$ cat src/rtl/svps_pkg.sv
// ----------------------------------------------------------------------------
// svps_pkg
// Shared widths, constants, controller states and command/status bundles.
// ----------------------------------------------------------------------------
package svps_pkg;

  // Field and arithmetic widths
  localparam int unsigned VAL_W      = 16;
  localparam int unsigned TOT_W      = 24;
  localparam int unsigned DEN_W      = TOT_W + 1;
  localparam int unsigned FRAC_W     = 15;
  localparam int unsigned ONE_Q15    = 32768;
  localparam int unsigned IN_TERM_W  = 6;
  localparam int unsigned IN_ANC_W   = 8;

  // Configuration register
  localparam int unsigned CFG_W      = 9;
  localparam int unsigned CFG_RESET  = 256;
  localparam int unsigned APB_ADDR_W = 3;
  localparam int unsigned APB_DATA_W = 32;

  // Controller states
  typedef enum logic [3:0] {
    ST_CLEAR,
    ST_IDLE,
    ST_LD_RD,
    ST_LD_WR,
    ST_Q_TA,
    ST_Q_TB,
    ST_Q_DEN,
    ST_WALK,
    ST_DIV_GO,
    ST_DIV_WAIT,
    ST_DONE
  } svps_state_t;

  // Commands from controller to datapath
  typedef struct packed {
    logic capture;
    logic clr_en;
    logic ld_wr;
    logic tot_sel_b;
    logic den_load;
    logic den_add;
    logic walk_init;
    logic walk_issue;
    logic div_start;
    logic out_load;
  } svps_cmd_t;

  // Status from datapath to controller
  typedef struct packed {
    logic clr_last;
    logic anc_ok;
    logic same_term;
    logic walk_end;
    logic den_zero;
    logic div_done;
  } svps_sts_t;

endpackage

$ cat src/rtl/svps_ctrl.sv
// ----------------------------------------------------------------------------
// svps_ctrl
// Controller: sequences the clearing pass, loads and queries, and owns the
// handshake of both channels.
// ----------------------------------------------------------------------------
module svps_ctrl (
  input  logic                 clk,
  input  logic                 rst_n,
  input  logic                 in_valid,
  input  logic                 in_mode,
  output logic                 in_stall,
  output logic                 out_valid,
  input  logic                 out_stall,
  output svps_pkg::svps_cmd_t  cmd,
  input  svps_pkg::svps_sts_t  sts
);
  import svps_pkg::*;

  svps_state_t state_r, state_nxt;
  logic        out_valid_r, out_valid_nxt;

  // State register
  always_ff @(posedge clk) begin
    if (!rst_n) begin
      state_r     <= ST_CLEAR;
      out_valid_r <= 1'b0;
    end else begin
      state_r     <= state_nxt;
      out_valid_r <= out_valid_nxt;
    end
  end

  // Next state and commands
  always_comb begin
    state_nxt = state_r;
    cmd       = '0;
    case (state_r)
      ST_CLEAR: begin
        cmd.clr_en = 1'b1;
        if (sts.clr_last) begin
          state_nxt = ST_IDLE;
        end
      end
      ST_IDLE: begin
        if (in_valid) begin
          cmd.capture = 1'b1;
          state_nxt   = in_mode ? ST_Q_TA : ST_LD_RD;
        end
      end
      ST_LD_RD: begin
        state_nxt = sts.anc_ok ? ST_LD_WR : ST_IDLE;
      end
      ST_LD_WR: begin
        cmd.ld_wr = 1'b1;
        state_nxt = ST_IDLE;
      end
      ST_Q_TA: begin
        state_nxt = sts.same_term ? ST_DONE : ST_Q_TB;
      end
      ST_Q_TB: begin
        cmd.tot_sel_b = 1'b1;
        cmd.den_load  = 1'b1;
        state_nxt     = ST_Q_DEN;
      end
      ST_Q_DEN: begin
        cmd.den_add   = 1'b1;
        cmd.walk_init = 1'b1;
        state_nxt     = ST_WALK;
      end
      ST_WALK: begin
        if (sts.walk_end) begin
          state_nxt = sts.den_zero ? ST_DONE : ST_DIV_GO;
        end else begin
          cmd.walk_issue = 1'b1;
        end
      end
      ST_DIV_GO: begin
        cmd.div_start = 1'b1;
        state_nxt     = ST_DIV_WAIT;
      end
      ST_DIV_WAIT: begin
        if (sts.div_done) begin
          state_nxt = ST_DONE;
        end
      end
      ST_DONE: begin
        if (!out_valid_r || !out_stall) begin
          cmd.out_load = 1'b1;
          state_nxt    = ST_IDLE;
        end
      end
      default: begin
        state_nxt = ST_IDLE;
      end
    endcase
  end

  // Hold the result until it is taken
  always_comb begin
    if (cmd.out_load) begin
      out_valid_nxt = 1'b1;
    end else if (!out_stall) begin
      out_valid_nxt = 1'b0;
    end else begin
      out_valid_nxt = out_valid_r;
    end
  end

  assign in_stall  = (state_r != ST_IDLE);
  assign out_valid = out_valid_r;

endmodule

$ cat config.mk
export PLATFORM = sky130hd
export DESIGN_NAME = svps_ctrl
export DESIGN_NICKNAME = d
export VERILOG_FILES = /design/src/rtl/svps_pkg.sv /design/src/rtl/svps_ctrl.sv
export SDC_FILE = /design/constraint.sdc
export NUM_CORES = 1
export LEC_CHECK = 0
export BUFFER_PORTS_ARGS = -buffer_cell sky130_fd_sc_hd__buf_2
export CAP_MARGIN = 25
export CORE_AREA = 2 2 39 41
export DETAILED_ROUTE_END_ITERATION = 8
export DIE_AREA = 0 0 41 43
export PLACE_DENSITY = 0.73
export SLEW_MARGIN = 20
export SYNTH_ARGS = -nofsm -noshare
export SYNTH_HDL_FRONTEND = slang
export SYNTH_SLANG_ARGS = --single-unit
$ cat constraint.sdc
create_clock -name clk -period 1.41 [get_ports clk]
set_clock_uncertainty 0.05 [all_clocks]
set_input_delay 0.282 -clock clk [delete_from_list [all_inputs] [get_ports clk]]
set_output_delay 0.282 -clock clk [all_outputs]
set_load 0.05 [all_outputs]
; After elaboration in Yosys (flattened, before gate mapping)
; Index checks and enable logic that the tools add are counted.
[op_classes]
n_reduce_logical = 5
n_eq_ne = 17
mux = 23
[ops]
columns = operator, count
row1 = case mux 4 bit (10 select lines), 1
row2 = 2-to-1 mux 4 bit, 6
row3 = "equality test 4 x 3 -> 1 bit, second input constant", 4
row4 = "equality test 4 bit, second input constant", 3
row5 = 2-to-1 mux 1 bit, 11
row6 = "!= test 2 bit, second input constant", 5
row7 = "equality test 4 x 2 -> 1 bit, second input constant", 2
row8 = 2-to-1 mux 2 bit, 4
row9 = AND reduction 5 bit, 1
row10 = "equality test 4 x 1 -> 1 bit, second input constant", 1
row11 = zero test 4 bit, 1
row12 = "!= test 4 x 1 -> 1 bit, second input constant", 1
row13 = 2-to-1 mux 3 bit, 1
row14 = zero test 1 bit, 2
row15 = "!= test 2 x 1 -> 1 bit, second input constant", 1
row16 = logical OR 1 bit, 1
[word_totals]
wordCells = 47
input_bits = 11
out_inout_bits = 12
reg_bits = 5

; Logic depth before layout (Yosys ltp)
; Gate-level depths: netlist (run 1).
[logic_depth]
ltp_word = 5
mapped_depth = 6
ltp_nobuf = 5

; Worst setup path before layout (run 1)
; No wires, ideal clock.
[synth_path]
path_kind = flip-flop to output port
startpoint = register state_r[1]
endpoint = output cmd[6] in the netlist's numbering
stages_incl_launch_ff = 4
slack_ns = -1.632
path_buffers = 2
t_arrival_ns = 2.710
t_required_ns = 1.078
path_cell_list = dfxtp_1 > buf_2 > nor4b_1 > buf_4
[synth_lines]
columns = element, line_no
row1 = "start, declared", svps_ctrl.sv:19  ; svps_state_t state_r, state_nxt;
row2 = "start signal, assigned", svps_ctrl.sv:28  ; state_r <= state_nxt;
row3 = "end, declared", svps_ctrl.sv:14  ; output svps_pkg::svps_cmd_t cmd,

==> impl_summary.txt, run 1 <==
----------------------------------------------------
[GRT]
  Largest net degree at the start of global routing ... 11
  Via count of the first global-routing pass ... 715
  Remaining global-route overflow ... 0
  Initial antenna violation count ... 0
  First-pass GRT wire length ... 3260 µm
  Global routing usage summed across all routing layers ... 27.5%

[Clock tree]
  Number of clock buffers inserted by TritonCTS ... 3
  Later-pin clock latency in the skew report ... 0.26 ns
  Clock root cell ... sky130_fd_sc_hd__clkbuf_4
  Longest Clk Path Bufs ... 2
  Clock tree sinks ... 5
  CTS tree ... done
  CTS H-tree depth ... 1
  Clock transition time at the flip-flop clock pins of the worst setup and hold paths ... 0.05 ns
  CTS hold repair buffers ... 0

[Pwr]
  Proportion of power drawn by the clock network ... 33.6%
  Combinational Power Share ... 38.0%
  Net switching power figure ... 0.188 mW
  Power per cell area ... 463 nW/µm²
  Leakage ... 0.501 nW
  Switching power as a share of total power ... 35.1%
  Maximum resistive drop on vdd ... 479 µV
  Internal power ... 0.347 mW
  Proportion of power drawn by flip-flops and latches ... 28.4%

[Die]
  Effective utilization at floorplan ... 36.9%
  Die extent in y ... 43 µm
  Placeable core region ... 1380 µm²
  Count of boundary I/O pins ... 23
  Width of the die ... 41 µm
  Std cell rows ... 14
  Area enclosed by the die boundary ... 1760 µm²

[Worst setup path]
  Critical Setup Path Class ... reg2out
  Worst path required time ... 1.08 ns
  Data arrival time of the critical path ... 1.30 ns
  CP max FO ... 7
  Type of element capturing the critical path ... output pin
  Critical Path Source Type ... register

[Layout]
  Post-layout net count ... 132
  Share of post-route cells with drive strength above 1 ... 73.3%
  Final cell count without fillers ... 136
  Area added between synthesis and finish ... 126%
  Total of fill cells in the finished design ... 72
  Diode count ... 0

[Logic synthesis]
  Post-Synthesis Net Count ... 77
  Distinct cell type count after synthesis ... 28
  Post-synthesis area per instance ... 7.73 µm²
  Area of the mapped netlist ... 510 µm²
  Number of standard cells after synthesis ... 66
  Flip-flop and latch count after synthesis ... 5
  Warning count from the yosys run ... 0
  Portion of the post-synthesis area used by sequential elements ... 19.6%

[Routing]
  First DRT Iteration DRCs ... 5
  First-pass iteration count of the detailed router ... 4
  Detail-routed via count per cell ... 5.66
  WL/cell ... 18.6 µm
  Number of DRC violations after detailed routing ... 0
  Total number of vias ... 770
  Total wirelength of the detailed-routed design ... 2530 µm
  Number of nets with antenna violations after routing ... 0

[Job]
  Max-cap check violation count ... 0

[STA]
  Slack of the critical path ... -0.226 ns
  Final worst path period need ... 1.64 ns
  Max Slew Vio Count ... 0
  Setup repair after global routing missed its margin ... true
  Worst-Margin Slew ... 0.330 ns
  Worst-case headroom to the max-slew limit ... 77.8%
  Upper clock frequency limit ... 0.611 GHz
  Period utilisation layout ... 116%
  Final hold slack ... 0.271 ns
  Setup violators final ... 15
  Final Hold Viols ... 0

[Place]
  Number of cells after detailed placement ... 112
  Dpl hpwl ... 1160 µm
  Weighted congestion reported at the end of routability-driven placement ... 0.810
  Number of I/O port buffers ... 22

[Outcome]
  Violated checks ... setup timing
  Status ... finished, violations left

[Hold path]
  Class of the tightest hold or removal check ... in2reg

----------------------------------------------------
## flip-flops by register name (all words and copies together), names as in the netlist
signal,flops
out_valid,1
state_r,4
## cell families (layout without fill, tap and decap cells)
family | after synthesis | after routing | synth area share, %
buf+inv | 10 | 64 | 14.0
flops | 5 | 5 | 19.6
simple gates | 31 | 31 | 37.0
compound gates | 20 | 20 | 29.4
## cells in the final DEF, fill, tap and decap left out, types with 2 or more instances in the layout
| cell | n |
|---|---|
| sky130_fd_sc_hd__buf_2 | 11 |
| sky130_fd_sc_hd__o21a_1 | 2 |
| sky130_fd_sc_hd__nand2b_1 | 2 |
| sky130_fd_sc_hd__buf_6 | 18 |
| sky130_fd_sc_hd__nor4b_4 | 2 |
| sky130_fd_sc_hd__nor2_1 | 3 |
| sky130_fd_sc_hd__a21oi_2 | 4 |
| sky130_fd_sc_hd__a21oi_1 | 5 |
| sky130_fd_sc_hd__o31a_1 | 2 |
| sky130_fd_sc_hd__inv_1 | 2 |
| sky130_fd_sc_hd__nor2_2 | 2 |
| sky130_fd_sc_hd__nand4bb_4 | 2 |
| sky130_fd_sc_hd__nor4_4 | 3 |
| sky130_fd_sc_hd__nor3_2 | 2 |
| sky130_fd_sc_hd__buf_8 | 2 |
| sky130_fd_sc_hd__nand2_1 | 7 |
| sky130_fd_sc_hd__dfxtp_4 | 4 |
| sky130_fd_sc_hd__buf_4 | 26 |
| sky130_fd_sc_hd__clkbuf_4 | 3 |
## layer usage
metal,vias to the layer above,global-route usage (%),part of all wire [%]
met4,0,6.00,2.8
met2,27,46.3,52
li1,347,-,-
met3,8,6.28,3.6
met1,388,33.7,41
met5,-,0,0
## power groups by stage
stage	registers (mW)	clock network, mW	logic (mW)
finish	0.152	0.180	0.203
global route	0.152	0.190	0.214
CTS	0.151	0.178	0.177
detailed placement	0.161	0	0.135
global placement	0.160	0	0.133
floorplan	0.150	0	0.102
## path summary, 6_finish.rpt
check	cells past startpoint	endpoint	startpoint	slack, ns
max	3	cmd[2]	state_r[3]$_SDFFE_PN0P_	-0.23
min	2	state_r[1]$_SDFFE_PN0P_	rst_n	0.27
max reg2reg	7	state_r[1]$_SDFFE_PN0P_	state_r[1]$_SDFFE_PN0P_	-0.18
min reg2reg	2	out_valid$_SDFFE_PN0P_	out_valid$_SDFFE_PN0P_	0.64
## synthesized netlist by cell type
| master | number | share of area (%) |
|---|---|---|
| sky130_fd_sc_hd__nor4_1 | 1 | 1.2 |
| sky130_fd_sc_hd__nand2_1 | 9 | 6.6 |
| sky130_fd_sc_hd__inv_1 | 2 | 1.5 |
| sky130_fd_sc_hd__o32a_1 | 1 | 2.0 |
| sky130_fd_sc_hd__buf_4 | 4 | 5.9 |
| sky130_fd_sc_hd__nor3_1 | 2 | 2.0 |
| sky130_fd_sc_hd__a21boi_0 | 1 | 1.5 |
| sky130_fd_sc_hd__a21oi_1 | 8 | 7.8 |
| sky130_fd_sc_hd__nor4b_1 | 2 | 3.4 |
| sky130_fd_sc_hd__o32a_4 | 1 | 4.4 |
| sky130_fd_sc_hd__dfxtp_1 | 5 | 20 |
| sky130_fd_sc_hd__nand4bb_1 | 2 | 4.4 |
| sky130_fd_sc_hd__inv_4 | 1 | 1.2 |
| sky130_fd_sc_hd__nor3_2 | 2 | 3.9 |
| sky130_fd_sc_hd__nand2b_1 | 3 | 3.7 |
| sky130_fd_sc_hd__o21ai_1 | 1 | 0.98 |
| sky130_fd_sc_hd__a22oi_2 | 1 | 2.5 |
| sky130_fd_sc_hd__or2_0 | 1 | 1.2 |
| sky130_fd_sc_hd__buf_6 | 2 | 4.4 |
| sky130_fd_sc_hd__o21a_1 | 2 | 2.9 |
| sky130_fd_sc_hd__nor4_2 | 2 | 4.9 |
| sky130_fd_sc_hd__a21oi_2 | 1 | 1.7 |
| sky130_fd_sc_hd__o31a_1 | 2 | 3.4 |
| sky130_fd_sc_hd__and3_1 | 1 | 1.2 |
| sky130_fd_sc_hd__o21ai_0 | 1 | 0.98 |
| sky130_fd_sc_hd__nor2_1 | 6 | 4.4 |
| sky130_fd_sc_hd__a31oi_1 | 1 | 1.2 |
| sky130_fd_sc_hd__buf_2 | 1 | 0.98 |
## stage by stage
step / util (%) / setup TNS, ns / power [mW] / instance area, µm² / worst slack (ns)
2_1_floorplan: - / -1.84 / 0.252 / 617 / -0.409
3_3_place_gp: 56.4 / -0.460 / 0.293 / 781 / -0.0960
3_5_place_dp: 56.4 / -0.649 / 0.296 / 781 / -0.0927
4_1_cts: 71.8 / -2.17 / 0.505 / 993 / -0.200
5_1_grt: 83.5 / -3.05 / 0.555 / 1150 / -0.295
6_report: 83.5 / -2.40 / 0.534 / 1150 / -0.226
## cell type report
class                   count  area, µm²  area share (%)
well taps                  16       20.0            1.73
multi-input cells          51        492            42.6
clock buffers               4       26.3            2.28
flip-flops and latches      5        115            9.97
repair buffers             57        483            41.8
inverters                   3       18.8            1.63
## critical path: stages, from the launching register on
cell	delay [ns]
sky130_fd_sc_hd__dfxtp_4	0.38
sky130_fd_sc_hd__buf_8	0.15
sky130_fd_sc_hd__nor4_4	0.31
sky130_fd_sc_hd__buf_6	0.21
## repair_timing
action                     CTS  global route
gates resized for setup     33            17
pin swaps                    5             7
setup buffers               11             9
setup endpoints to repair   14            15
hold endpoints to repair     0             0
Power figures use the tool's default switching activity.
==> run 2, diff against run 1 <==
--- a/config.mk
+++ b/config.mk
@@ -6,11 +6,11 @@
 export NUM_CORES = 1
 export LEC_CHECK = 0
 export BUFFER_PORTS_ARGS = -buffer_cell sky130_fd_sc_hd__buf_2
-export CAP_MARGIN = 25
+export CAP_MARGIN = 20
 export CORE_AREA = 2 2 39 41
 export DETAILED_ROUTE_END_ITERATION = 8
 export DIE_AREA = 0 0 41 43
-export PLACE_DENSITY = 0.73
+export PLACE_DENSITY = 0.7
 export SLEW_MARGIN = 20
 export SYNTH_ARGS = -nofsm -noshare
 export SYNTH_HDL_FRONTEND = slang
==> constraint.sdc (replaced) <==
create_clock -name clk -period 1.6 [get_ports clk]
set_clock_uncertainty 0.05 [all_clocks]
set_input_delay 0.32 -clock clk [delete_from_list [all_inputs] [get_ports clk]]
set_output_delay 0.32 -clock clk [all_outputs]
set_load 0.05 [all_outputs]
==> run 2 against run 1 <==
The run still ends with setup timing left; clock power fell by 19%; sequential cell count did not move; sequential power fell by 12%; register-to-register slack improved by 0.22 ns; critical path depth did not move; worst setup slack improved by 0.20 ns; routed wire length fell by 38%; utilization fell by 17 points; worst hold slack improved by 0.027 ns; largest power group is now the clock network; highest routed layer unchanged.
==> impl_summary.txt, run 2 (synthesized netlist as in run 1, its figures left out) <==
----------------------------------------------------
[Outcome]
  Status ... finished, violations left
  Violated checks ... setup timing

[STA]
  Worst-case headroom to the max-slew limit ... 82.4% (+4.6 points)
  Final Hold Viols ... 0 (unchanged)
  Setup repair after global routing missed its margin ... true
  Period utilisation layout ... 102%
  Worst-Margin Slew ... 0.263 ns (-0.0674 ns)
  Upper clock frequency limit ... 0.614 GHz
  Final hold slack ... 0.298 ns (+0.0271 ns)
  Final worst path period need ... 1.63 ns
  Setup violators final ... 2 (-13)
  Slack of the critical path ... -0.0283 ns (+0.198 ns)
  Max Slew Vio Count ... 0 (unchanged)

[Place]
  Number of cells after detailed placement ... 102 (-8.9%)
  Weighted congestion reported at the end of routability-driven placement ... 0.825 (+1.9%)
  Dpl hpwl ... 1020 µm (-13%)
  Minimum setup slack after placement ... 0.0588 ns (+0.151 ns)
  Number of I/O port buffers ... 22 (unchanged)
  Post-detailed-placement cell area ... 704 µm² (-9.8%)

[Clock tree]
  Clock root cell ... sky130_fd_sc_hd__clkbuf_4
  CTS tree ... done
  Number of clock buffers inserted by TritonCTS ... 3 (unchanged)
  CTS hold repair buffers ... 0 (unchanged)
  Longest Clk Path Bufs ... 2 (unchanged)
  CTS H-tree depth ... 1 (unchanged)
  Clock transition time at the flip-flop clock pins of the worst setup and hold paths ... 0.04 ns (about the same)
  Later-pin clock latency in the skew report ... 0.24 ns (-0.02 ns)
  Clock tree sinks ... 5 (unchanged)

[Hold path]
  Class of the tightest hold or removal check ... in2reg

[GRT]
  Remaining global-route overflow ... 0 (unchanged)
  Global routing usage summed across all routing layers ... 20.1% (-7.4 points)
  First-pass GRT wire length ... 2400 µm (-26%)
  Initial antenna violation count ... 0 (unchanged)
  Largest net degree at the start of global routing ... 15 (+4)
  Via count of the first global-routing pass ... 557 (-22%)

[Layout]
  Post-layout net count ... 110 (-17%)
  Final instance area ... 920 µm² (-20%)
  Area added between synthesis and finish ... 80.1%
  Core Util, Final ... 66.5% (-17 points)
  Top reg by flops ... state_r
  Most common library cell in the layout ignoring fill and taps ... sky130_fd_sc_hd__buf_2
  Share of post-route cells with drive strength above 1 ... 63.3% (-10 points)
  Diode count ... 0 (unchanged)
  Max reg flops ... 4 (unchanged)
  Commonest cells after routing, fill and taps aside ... 12 x sky130_fd_sc_hd__buf_2, 10 x sky130_fd_sc_hd__buf_6, 10 x sky130_fd_sc_hd__buf_4
  Final cell count without fillers ... 114 (-16%)

[Pwr]
  Maximum resistive drop on vdd ... 401 µV (-16%)
  Power per cell area ... 451 nW/µm² (-2.5%)
  Leakage ... 0.376 nW (-25%)

[Die]
  Placeable core region ... 1380 µm² (unchanged)
  Area enclosed by the die boundary ... 1760 µm² (unchanged)
  Effective utilization at floorplan ... 36.9% (unchanged)
  Width of the die ... 41 µm (unchanged)
  Die extent in y ... 43 µm (unchanged)
  Std cell rows ... 14 (unchanged)
  Count of boundary I/O pins ... 23 (unchanged)

[Worst setup path]
  Type of element capturing the critical path ... output pin
  Critical Path Slowest Stage Cell ... sky130_fd_sc_hd__dfxtp_4
  Number of buffer and inverter stages on the critical path ... 2 (unchanged)
  Gate family responsible for the most delay along the worst path ... flip-flops
  CP Cell Sequence ... inv_8 -> nor4b_4 -> buf_6
  CP max FO ... 8 (+1)
  Critical Setup Path Class ... reg2out
  Critical Path Source Type ... register
  Worst path required time ... 1.23 ns (+0.15 ns)
  Crit-path max cell delay ... 0.41 ns (+0.03 ns)
  Data arrival time of the critical path ... 1.26 ns (-0.04 ns)

[Routing]
  First-pass iteration count of the detailed router ... 4 (unchanged)
  Number of DRC violations after detailed routing ... 0 (unchanged)
  Total number of vias ... 614 (-20%)
  Number of nets with antenna violations after routing ... 0 (unchanged)
  First DRT Iteration DRCs ... 5 (unchanged)
  WL/cell ... 13.8 µm (-26%)
  Total wirelength of the detailed-routed design ... 1570 µm (-38%)
  Detail-routed via count per cell ... 5.39 (-4.9%)

[Job]
  Max-cap check violation count ... 0 (unchanged)

----------------------------------------------------
## run 2: cell count changes in the layout (fill, tap and decap cells not counted), sizes merged
cell	delta
buf	-23
clkbuf	+1
## run 2: cell type report
class | count | area [µm²]
clock buffer | 4 | 26.3
fill | 114 | 464
inverter | 3 | 18.8
multi-input combinational | 51 | 457
sequential | 5 | 115
tap | 16 | 20.0
timing repair buffer | 35 | 283
## run 2: per-stage QoR
stage,total power [mW],TNS (ns)
2_1_floorplan,0.222,-0.506
4_1_cts,0.409,-0.0675
6_report,0.415,-0.0556
3_3_place_gp,0.245,0
3_5_place_dp,0.248,0
5_1_grt,0.442,-0.248
## run 2: final timing paths
kind,start,endpoint,slack [ns],depth (start not counted)
setup reg to reg,state_r[0]$_SDFFE_PN0P_,state_r[1]$_SDFFE_PN0P_,0.04,7
hold reg to reg,out_valid$_SDFFE_PN0P_,out_valid$_SDFFE_PN0P_,0.47,2
setup / recovery,state_r[0]$_SDFFE_PN0P_,cmd[5],-0.03,3
hold / removal,rst_n,state_r[2]$_SDFFE_PN0P_,0.30,2
## run 2: report_power, final
part | switching (mW) | internal (mW)
combinational | 0.0745 | 0.0611
sequential | 0.0100 | 0.124
clock | 0.0515 | 0.0942
total | 0.136 | 0.279
## run 2: layer usage
layer	wire length (µm)	track usage, %	vias to the layer above
met1	636	24.2	286
met2	831	33.4	20
met3	82	6.28	2
li1	-	-	306
met4	19	4.00	0
met5	0	0	-
## run 2: repair_timing
item	CTS	global route
endpoints found under the setup margin	11	11
pin swaps	1	3
buffers inserted	7	1
resized for setup	25	13
